==> src/nss_pkg.sv <==
// Shared types and constants of the nearest segment search unit.
package nss_pkg;

	localparam int MAX_SEGMENTS_DEF = 1024;
	localparam int MAX_OBJECTS_DEF  = 256;

	localparam logic [1:0] KIND_CLEAR  = 2'd0;
	localparam logic [1:0] KIND_APPEND = 2'd1;
	localparam logic [1:0] KIND_QUERY  = 2'd2;

	localparam logic       REG_MAX_LEN   = 1'b0;
	localparam logic       REG_OBJ_COUNT = 1'b1;
	localparam logic [22:0] MAX_LEN_RESET = 23'd2048;

	localparam logic [56:0] LIMIT_FLOOR = 57'd65536;
	localparam logic signed [32:0] DOT_MIN = 33'sd67108864;
	localparam logic signed [42:0] ROUND_HALF = 43'sd32768;

	localparam logic [1:0] SEL_START  = 2'd0;
	localparam logic [1:0] SEL_END    = 2'd1;
	localparam logic [1:0] SEL_INTERP = 2'd2;

	typedef struct packed {
		logic signed [23:0] ax;
		logic signed [23:0] ay;
		logic signed [23:0] bx;
		logic signed [23:0] by;
		logic signed [15:0] nx;
		logic signed [15:0] ny;
		logic [7:0]         obj;
	} seg_t;

	typedef struct packed {
		logic clear;
		logic append;
		logic load_query;
		logic rd;
		logic diff;
		logic next;
		logic mul;
		logic sum;
		logic sel;
		logic div_step;
		logic off;
		logic close;
		logic sq;
		logic decide;
		logic finish;
	} cmd_t;

	typedef struct packed {
		logic query_ok;
		logic scan_done;
		logic tag_match;
		logic interp;
		logic div_last;
		logic out_busy;
	} sts_t;

endpackage

==> src/nss_ctrl.sv <==
// Sequencer that walks the segment store for one query at a time.
module nss_ctrl import nss_pkg::*; (
	input  logic       clk,
	input  logic       arst_n,
	input  logic       in_valid,
	input  logic [1:0] kind,
	output logic       in_ready,
	input  sts_t       sts,
	output cmd_t       cmd
);

	localparam logic [3:0] ST_IDLE = 4'd0;
	localparam logic [3:0] ST_RD   = 4'd1;
	localparam logic [3:0] ST_CHK  = 4'd2;
	localparam logic [3:0] ST_MUL  = 4'd3;
	localparam logic [3:0] ST_SUM  = 4'd4;
	localparam logic [3:0] ST_SEL  = 4'd5;
	localparam logic [3:0] ST_DIV  = 4'd6;
	localparam logic [3:0] ST_OFF  = 4'd7;
	localparam logic [3:0] ST_CLS  = 4'd8;
	localparam logic [3:0] ST_SQ   = 4'd9;
	localparam logic [3:0] ST_DEC  = 4'd10;
	localparam logic [3:0] ST_FIN  = 4'd11;

	logic [3:0] state_q, state_d;
	logic       take;

	assign in_ready = (state_q == ST_IDLE) && !sts.out_busy;
	assign take     = in_valid && in_ready;

	always_comb begin
		state_d = state_q;
		cmd     = '0;
		case (state_q)
			ST_IDLE: begin
				if (take) begin
					case (kind)
						KIND_CLEAR:  cmd.clear = 1'b1;
						KIND_APPEND: cmd.append = 1'b1;
						KIND_QUERY: begin
							cmd.load_query = 1'b1;
							state_d = ST_RD;
						end
						default: ;
					endcase
				end
			end
			ST_RD: begin
				if (!sts.query_ok || sts.scan_done) begin
					state_d = ST_FIN;
				end else begin
					cmd.rd = 1'b1;
					state_d = ST_CHK;
				end
			end
			ST_CHK: begin
				cmd.diff = 1'b1;
				if (sts.tag_match) begin
					state_d = ST_MUL;
				end else begin
					cmd.next = 1'b1;
					state_d = ST_RD;
				end
			end
			ST_MUL: begin
				cmd.mul = 1'b1;
				state_d = ST_SUM;
			end
			ST_SUM: begin
				cmd.sum = 1'b1;
				state_d = ST_SEL;
			end
			ST_SEL: begin
				cmd.sel = 1'b1;
				state_d = sts.interp ? ST_DIV : ST_CLS;
			end
			ST_DIV: begin
				cmd.div_step = 1'b1;
				if (sts.div_last) state_d = ST_OFF;
			end
			ST_OFF: begin
				cmd.off = 1'b1;
				state_d = ST_CLS;
			end
			ST_CLS: begin
				cmd.close = 1'b1;
				state_d = ST_SQ;
			end
			ST_SQ: begin
				cmd.sq = 1'b1;
				state_d = ST_DEC;
			end
			ST_DEC: begin
				cmd.decide = 1'b1;
				state_d = ST_RD;
			end
			ST_FIN: begin
				cmd.finish = 1'b1;
				state_d = ST_IDLE;
			end
			default: state_d = ST_IDLE;
		endcase
	end

	always_ff @(posedge clk or negedge arst_n) begin
		if (!arst_n) state_q <= ST_IDLE;
		else         state_q <= state_d;
	end

endmodule

==> config.mk <==
export PLATFORM = sky130hd
export DESIGN_NAME = nss_ctrl
export DESIGN_NICKNAME = d
export VERILOG_FILES = /design/src/nss_pkg.sv /design/src/nss_ctrl.sv
export SDC_FILE = /design/constraint.sdc
export NUM_CORES = 1
export LEC_CHECK = 0
export BUFFER_PORTS_ARGS = -buffer_cell sky130_fd_sc_hd__buf_2
export CAP_MARGIN = 20
export CORE_AREA = 2 2 39 41
export CTS_CLUSTER_DIAMETER = 30
export CTS_CLUSTER_SIZE = 25
export DETAILED_ROUTE_END_ITERATION = 12
export DIE_AREA = 0 0 41 43
export GPL_TIMING_DRIVEN = 0
export PLACE_DENSITY = 0.58
export SLEW_MARGIN = 20
export SYNTH_ARGS = -nofsm -noshare
export SYNTH_HDL_FRONTEND = slang
export SYNTH_SLANG_ARGS = --single-unit
==> constraint.sdc <==
create_clock -name clk -period 2.79 [get_ports clk]
set_input_delay 0.1395 -clock clk [delete_from_list [all_inputs] [get_ports clk]]
set_output_delay 0.1395 -clock clk [all_outputs]
set_load 0.02 [all_outputs]
* After elaboration in Yosys (flattened, before gate mapping)
Index checks and enable logic that the tools add are counted.
** Storage, ports and cells
- Bits in registers :: 4
- Input port bits :: 11
- Output and inout port bits :: 16
- Word-level logic and storage cells :: 50
** Cells by class
- Equality and inequality tests :: 16
- Multiplexer cells :: 25
- Reductions and logical operators :: 8
** Operator list (count)
- $pmux W4 S11 :: 1
- $mux W4 :: 5
- $eq A4 B3 Y1 const B :: 4
- $eq A4 B4 Y1 const B :: 4
- $mux W1 :: 15
- $eq A4 B2 Y1 const B :: 2
- $mux W3 :: 2
- $eq A4 B1 Y1 const B :: 1
- $logic_not A4 Y1 :: 1
- $mux W2 :: 2
- $ne A2 B2 Y1 const B :: 2
- $reduce_and A3 Y1 :: 1
- $eq A2 B1 Y1 const B :: 1
- $eq A2 B2 Y1 const B :: 1
- $logic_and A1 B1 Y1 :: 2
- $logic_not A1 Y1 :: 2
- $logic_not A2 Y1 :: 1
- $ne A2 B1 Y1 const B :: 1
- $logic_or A1 B1 Y1 :: 1

* Logic depth before layout (Yosys ltp)
Gate-level depths: netlist of run 1.
- Depth after elaboration :: 5
- Mapped depth :: 4
- Depth with buffers taken out :: 3

* Worst setup path before layout of run 1
OpenSTA, ideal clock, no wires.
- Path kind :: reg2out
- Start :: register state_q[1]
- End :: output cmd[13] (netlist bit)
- Arrival time :: 1.618 ns
- Required time :: 2.651 ns
- Path slack :: 1.033 ns
- Stages on the path, launching flop included :: 3
- Buffers on the path :: 0
- Cell sequence :: dfrtp_1 > or4_4 > nor4_1
** RTL lines
- from (decl) :: line nss_ctrl.sv:25 : logic [3:0] state_q, state_d;
- from (signal assigned) :: line nss_ctrl.sv:107 : else state_q <= state_d;
- to (decl) :: line nss_ctrl.sv:9 : output cmd_t cmd

==> results.yml, run 1 <==
global_route:
  antenna_found_initial: 0
  grt_first_pass_wirelength_um: 1520
  grt_max_degree: 11
  grt_overflow: 0
  grtUsageTotal_pct: 12.5
  first_global_vias: 367
sta:
  worst_pin_slew_ns: 0.427
  setup_viol: 0
  fin_tns_setup_ns: 0
  skew_ns: 0.00237
  timing.final.crit_share_pct: 63.1
  rsz0062_at_grt: "false"
  period_minus_slack_ns: 1.76
  slew_headroom_pct: 71.5
  finalHoldViolations: 0
  max_freq_mhz: 568
  finalMaxSlewViolations: 0
finish:
  drive_gt1_share_pct: 39.3
  largest_register_ffs: 4
  fin_area_um2: 556
  num_antenna_cells: 0
  final_nets: 97
  largest_registers: "state_q (4)"
  final_util_pct: 40.1
  fillers: 159
  final_cells: 100
  regMostFlops: "state_q"
  area_growth_pct: 49.0
setup_path:
  cp.required_ns: 2.65
  cp_max_fo: 6
  cp-end-kind: "primary output"
  crit_type: "flop to primary output"
  critPathArrivalTime_ns: 1.62
  cp-start-kind: "flop"
routing:
  wirelength_um: 959
  drtIter0Drc: 9
  ant_nets: 0
  drc: 0
  vias: 490
  dr.pass1.iters: 4
  routed_wire_length_per_instance_um: 9.59
  vias_per_cell: 4.90
clock_network:
  clkSinkCount: 4
  htreeDepth: 1
  cts_tree: "done"
  ctsResizeCount: 0
  clk_latency_ns: 0.23
  hold_buffers: 1
  cts.path.max_buffers: 2
  cts_buffers: 3
  root_buffer: "clkbuf_4"
  post_cts_buffers: 0
  clk_pin_slew_ns: 0.03
placed_design:
  dp.cells: 96
  gp_congestion: 0.808
  place.port_buffers: 26
  dpl.hpwl_um: 753
  dpl_cell_area_um2: 523
power:
  power_mw: 0.529
  p_leak_nw: 0.286
  irDropWorstVdd_mv: 0.475
  p_per_area_mw_per_mm2: 953
logic_synthesis:
  synthFlopType: "dfrtp_1"
  syn_inst: 54
  ys_seq_elements: 4
  post-synth-top-count-cell: "nor2_1"
  synth-seq-area-share_pct: 26.8
  synth_area_leaders: "dfrtp_1, nand2b_1, nor2_1"
  synth_enable_flop_cells: 0
  yosysTopAreaCellShare_pct: 26.8
  yosys_warnings: 0
  async_flop_share_pct: 100
  synth.net_count: 65
  netlist_area_um2: 373
  synth_top_area_cell: "dfrtp_1"
  synth.avg_cell_area_um2: 6.90
  synth_cell_types: 19
  synth_common_cells: "nor2_1, nand2b_1, nor3_1"
die:
  start_util_pct: 26.9
  die_h_um: 43
  io_pins: 27
  core_area_mm2: 0.00138
  dieArea_mm2: 0.00176
  die_w_um: 41
  fp-row-count: 14
run_status:
  status: "finished, final reports clean"
job:
  drv_cap: 0
hold_path:
  hold_class: "input pin to asynchronous set/reset pin"
## metal layers
metal  vias up  routed length [um]  global-route usage [%]
met3         0                  63                    6.28
met2        16                 473                    16.3
met4         0                   0                    4.00
met5         -                   0                       0
met1       219                 422                    17.7
li1        255                   -                       -
## worst max-delay path, stage by stage, from the launching register on
cell and delay [ns]:
dfrtp_1 0.42, or4_4 0.53, nor4_1 0.23, buf_2 0.21
## where the power goes
part	switching (mW)	leakage (nW)	internal [mW]
Clock	0.0197	0.0138	0.0478
Combinational	0.224	0.222	0.132
Sequential	0.0204	0.0499	0.0855
Total	0.264	0.286	0.265
## kinds of logic (layout without fill, tap and decap cells)
family                 Yosys count  after routing  share of synthesized area (%)
and+or+nand+nor                 32             32                           47.0
AOI/OAI and AO/OA               11             11                           18.5
buffers and inverters            7             37                           7.72
DFF                              4              4                           26.8
## metrics by stage
stage | worst slack (ns) | hold WS (ns)
2_1_floorplan | 1.03 | -0.156
3_3_place_gp | 1.28 | -0.0550
3_5_place_dp | 1.26 | -0.0517
4_1_cts | 1.01 | 0.235
5_1_grt | 0.873 | 0.249
6_report | 1.03 | 0.246
## cell usage in the layout, fill, tap and decap left out, types with 2 or more instances in the layout
cell / count
dfrtp_1: 4
o32ai_1: 2
o21ai_0: 4
a21oi_1: 3
nand2_1: 3
inv_1: 3
nor4_1: 4
nand2b_1: 7
nor2_1: 8
clkbuf_4: 3
nor2b_1: 2
buf_2: 28
nor3_1: 5
## worst paths after layout
path / start / to / slack (ns) / cells past startpoint
setup / recovery: state_q[2] / cmd[13] / 1.03 / 3
hold / removal: arst_n / state_q[0] / 0.25 / 2
setup reg to reg: state_q[2] / state_q[0] / 1.44 / 3
hold reg to reg: state_q[1] / state_q[0] / 0.70 / 2
max in group asynchronous: arst_n / state_q[3] / 2.42 / 2
min in group clk: sts[2] / state_q[3] / 0.31 / 4
## cell type report
cell class	instances	area (um^2)	share of cell area (%)
Sequential cell	4	100	18.0
Tap cell	16	20.0	3.60
Clock buffer	3	22.5	4.05
Inverter	3	11.3	2.03
Multi-Input combinational cell	43	244	43.9
Buffer	4	17.5	3.15
Timing Repair Buffer	27	140	25.2
Note: power is estimated with default switching activity, not from simulation.
==> run 2, diff against run 1 <==
==> constraint.sdc (replaced) <==
create_clock -name clk -period 1.8 [get_ports clk]
set_input_delay 0.09 -clock clk [delete_from_list [all_inputs] [get_ports clk]]
set_output_delay 0.09 -clock clk [all_outputs]
set_load 0.02 [all_outputs]
==> run 2 against run 1 <==
  * Combinational power up 56%
  * Sequential share of layout area fell by 0.28 points
  * Sequential power increased by 56%
  * Worst hold slack got worse by 0.050 ns
  * Cell count unchanged
  * Via count up 2.2%
  * Critical path type unchanged
==> results.yml, run 2 (synthesis gave the netlist of run 1 again) <==
power:
  power_frac_seq_pct: 19.9
  irDropWorstVdd_mv: 0.734
  combPwrFrac_pct: 67.4
  clockPowerShare_pct: 12.7
  p_per_area_mw_per_mm2: 1460
  power_mw: 0.825
  p_int_mw: 0.412
  p_leak_nw: 0.286
  switchingPower_mw: 0.412
  swShare_pct: 50.0
sta:
  finalMaxSlewViolations: 0
  period_minus_slack_ns: 1.71
  holdWs_ns: 0.197
  skew_ns: 0.00237
  finalHoldViolations: 0
  fin_tns_setup_ns: 0
  setup_viol: 0
  slew_headroom_pct: 71.5
  fin_ws_ns: 0.0891
  timing.final.crit_share_pct: 95.0
  rsz0062_at_grt: "true"
  worst_pin_slew_ns: 0.427
  max_freq_mhz: 584
finish:
  largest_registers: "state_q (4)"
  num_antenna_cells: 0
  regMostFlops: "state_q"
  final_util_pct: 40.8
  final_cells: 100
  mostFrequentLayoutCells: "buf_2, nor2_1, nand2b_1"
  final_common_cell: "buf_2"
  area_growth_pct: 51.3
  fin_area_um2: 564
  final_nets: 97
  largest_register_ffs: 4
  drive_gt1_share_pct: 40.5
clock_network:
  clk_latency_ns: 0.23
  clkSinkCount: 4
  clk_pin_slew_ns: 0.03
  cts_buffers: 3
  post_cts_buffers: 0
  cts.path.max_buffers: 2
  root_buffer: "clkbuf_4"
  htreeDepth: 1
  cts_tree: "done"
job:
  drv_cap: 0
placed_design:
  gp_congestion: 0.808
  dpl_cell_area_um2: 523
  dp.cells: 96
  place.port_buffers: 26
  dp_slack_ns: 0.321
  dpl.hpwl_um: 753
setup_path:
  critPathArrivalTime_ns: 1.62
  cp.required_ns: 1.71
  cp-end-kind: "primary output"
  rrSetupSlack_ns: 0.45
  cp_max_fo: 6
  crit_type: "flop to primary output"
  cp-start-kind: "flop"
routing:
  ant_nets: 0
  vias_per_cell: 5.01
  routed_wire_length_per_instance_um: 9.88
  vias: 501
  wirelength_um: 988
  drc: 0
  drtIter0Drc: 8
  dr.pass1.iters: 4
die:
  dieArea_mm2: 0.00176
  core_area_mm2: 0.00138
  fp-row-count: 14
  io_pins: 27
  start_util_pct: 26.9
  die_h_um: 43
  die_w_um: 41
global_route:
  grt_first_pass_wirelength_um: 1520
  grtUsageTotal_pct: 12.5
  grt_max_degree: 11
  first_global_vias: 367
  grt_overflow: 0
  antenna_found_initial: 0
hold_path:
  hold_class: "input pin to asynchronous set/reset pin"
run_status:
  status: "finished, final reports clean"
==> run 2: cell counts in the layout (fill, tap and decap cells not counted) <==
No cell type changed its count.
==> run 2: worst max-delay path: stages, from the launching register on <==
cell and delay, ns:
dfrtp_1 0.42, or4_4 0.54, nor4_1 0.23, buf_2 0.20
==> run 2: power groups by stage <==
stage / sequential, mW / combinational [mW] / clock (mW)
4_1_cts: 0.165 / 0.554 / 0.112
3_3_place_gp: 0.167 / 0.557 / 0
3_5_place_dp: 0.166 / 0.550 / 0
5_1_grt: 0.170 / 0.619 / 0.120
2_1_floorplan: 0.157 / 0.416 / 0
6_report: 0.165 / 0.556 / 0.105
==> run 2: worst paths after layout <==
check | startpoint | end | cells past startpoint
max | state_q[2] | cmd[14] | 3
min reg2reg | state_q[1] | state_q[0] | 2
min | arst_n | state_q[0] | 2
max reg2reg | state_q[2] | state_q[0] | 3
min in group clk | sts[2] | state_q[3] | 4
max in group asynchronous | arst_n | state_q[3] | 2
==> run 2: cell type report <==
| type | count | area (um^2) |
|---|---|---|
| Buffer | 4 | 17.5 |
| Clock buffer | 3 | 22.5 |
| Fill cell | 162 | 820 |
| Inverter | 3 | 11.3 |
| Multi-Input combinational cell | 43 | 250 |
| Sequential cell | 4 | 100 |
| Tap cell | 16 | 20.0 |
| Timing Repair Buffer | 27 | 143 |
==> run 2: timing repair <==
item                       in CTS  in global routing
hold buffers                    1                  0
resized for setup               0                  2
setup endpoints to repair       0                  2
hold endpoints to repair        4                  0
==> run 2: layer usage <==
metal | GRT usage (%) | share of wire (%)
met2 | 16.3 | 51
met4 | 4.00 | 0
met1 | 17.7 | 43
met5 | 0 | 0
met3 | 6.28 | 6.1
==> run 3, diff against run 2 <==
--- a/config.mk
+++ b/config.mk
@@ -14,6 +14,7 @@
 export DIE_AREA = 0 0 41 43
 export GPL_TIMING_DRIVEN = 0
 export PLACE_DENSITY = 0.58
+export SETUP_SLACK_MARGIN = 0.1
 export SLEW_MARGIN = 20
 export SYNTH_ARGS = -nofsm -noshare
 export SYNTH_HDL_FRONTEND = slang
==> run 3 against run 2 <==
  * Sequential power fell by 4%
  * Combinational power rose by 6.7%
  * Cell count rose by 1.0%
  * Total power rose by 3.9%
  * Count of clock-buffer cells in the layout did not move
  * Die area did not move
  * Largest cell class unchanged
  * Final area rose by 6.4%
  * Critical endpoint unchanged
==> results.yml, run 3 (synthesis gave the netlist of run 1 again) <==
run_status:
  status: "finished, final reports clean"
finish:
  mostFrequentLayoutCells: "buf_2, nor2_1, nand2b_1"
  num_antenna_cells: 0
  drive_gt1_share_pct: 43.5
  area_growth_pct: 61.1
  fin_area_um2: 601
  final_nets: 98
  largest_registers: "state_q (4)"
  largest_register_ffs: 4
  regMostFlops: "state_q"
  final_common_cell: "buf_2"
power:
  p_leak_nw: 0.297
  clockPowerShare_pct: 12.2
  p_int_mw: 0.426
  swShare_pct: 50.2
  switchingPower_mw: 0.430
  power_frac_seq_pct: 18.6
  p_per_area_mw_per_mm2: 1430
  irDropWorstVdd_mv: 0.742
  combPwrFrac_pct: 69.2
clock_network:
  cts_buffers: 3
  clk_latency_ns: 0.23
  cts_tree: "done"
  htreeDepth: 1
  clkSinkCount: 4
  cts.path.max_buffers: 2
  root_buffer: "clkbuf_4"
  clk_pin_slew_ns: 0.03
placed_design:
  dpl.hpwl_um: 753
  gp_congestion: 0.808
  place.port_buffers: 26
  dpl_cell_area_um2: 523
sta:
  finalMaxSlewViolations: 0
  skew_ns: 0.00243
  finalHoldViolations: 0
  period_minus_slack_ns: 1.67
  slew_headroom_pct: 71.0
  worst_pin_slew_ns: 0.435
  timing.final.crit_share_pct: 92.7
  fin_tns_setup_ns: 0
  setup_viol: 0
  max_freq_mhz: 599
  rsz0062_at_grt: "true"
global_route:
  grt_overflow: 0
  antenna_found_initial: 0
  grt_first_pass_wirelength_um: 1550
  grtUsageTotal_pct: 12.7
  grt_max_degree: 11
  first_global_vias: 381
die:
  io_pins: 27
  core_area_mm2: 0.00138
  dieArea_mm2: 0.00176
  start_util_pct: 26.9
  die_h_um: 43
  die_w_um: 41
  fp-row-count: 14
setup_path:
  cp_max_fo: 5
  cp.required_ns: 1.71
  cp-end-kind: "primary output"
  crit_type: "flop to primary output"
  cp-start-kind: "flop"
  ff2ff_path_depth: 3
  critPathArrivalTime_ns: 1.58
routing:
  drtIter0Drc: 15
  vias_per_cell: 4.98
  drc: 0
  vias: 503
  wirelength_um: 1040
  ant_nets: 0
  routed_wire_length_per_instance_um: 10.3
  dr.pass1.iters: 4
hold_path:
  hold_class: "input pin to asynchronous set/reset pin"
job:
  drv_cap: 0
==> run 3: critical path, cell delays in order (launching register included) <==
cell and delay [ns]:
dfrtp_1 0.36, or4_4 0.59, nor4_4 0.22, buf_4 0.17
==> run 3: final timing paths <==
check                                 from         end  slack (ns)
worst max-delay path            state_q[0]     cmd[14]        0.13
worst min-delay path                arst_n  state_q[0]        0.20
worst max register to register  state_q[0]  state_q[0]        0.45
worst min register to register  state_q[1]  state_q[0]        0.70
max in group asynchronous           arst_n  state_q[2]        1.49
min in group clk                    sts[2]  state_q[3]        0.26
==> run 3: layout make-up <==
type / instances / area, um^2
tap: 16 / 20.0
inverter: 3 / 11.3
timing repair buffer: 28 / 153
multi-input combinational: 43 / 277
sequential: 4 / 100
buffer: 4 / 17.5
fill: 158 / 783
clock buffer: 3 / 22.5
==> run 3: timing repair <==
action                                 in CTS  in global routing
setup endpoints to repair                   2                  4
endpoints found under the hold margin       4                  0
resized for setup                           1                  6
buffers inserted                            1                  0
pin swaps                                   1                  1
hold buffers                                1                  0
cloned                                      0                  0
==> run 3: power groups by stage <==
stage          logic [mW]  clock network (mW)  registers [mW]
4_1_cts             0.574               0.112           0.159
3_5_place_dp        0.550                   0           0.166
3_3_place_gp        0.557                   0           0.167
2_1_floorplan       0.416                   0           0.157
5_1_grt             0.655               0.120           0.164
6_report            0.593               0.105           0.159
==> run 3: metrics by stage <==
step                      instances  hold WS (ns)  worst slack, ns  total power [mW]  utilization (%)
after detailed placement         96        -0.101            0.321             0.716             37.8
after global placement           96        -0.105            0.341             0.724             37.8
after floorplan                  54        -0.206           0.0924             0.573                -
final                           101         0.195            0.132             0.857             43.4
after global routing            101         0.199           0.0530             0.939             43.4
after CTS                       101         0.186            0.107             0.845             41.1
==> run 3: metal layers <==
| metal | routed length (um) | GRT usage [%] |
|---|---|---|
| met1 | 436 | 17.7 |
| met2 | 548 | 16.9 |
| met3 | 54 | 6.28 |
| met4 | 0 | 4.00 |
| met5 | 0 | 0 |
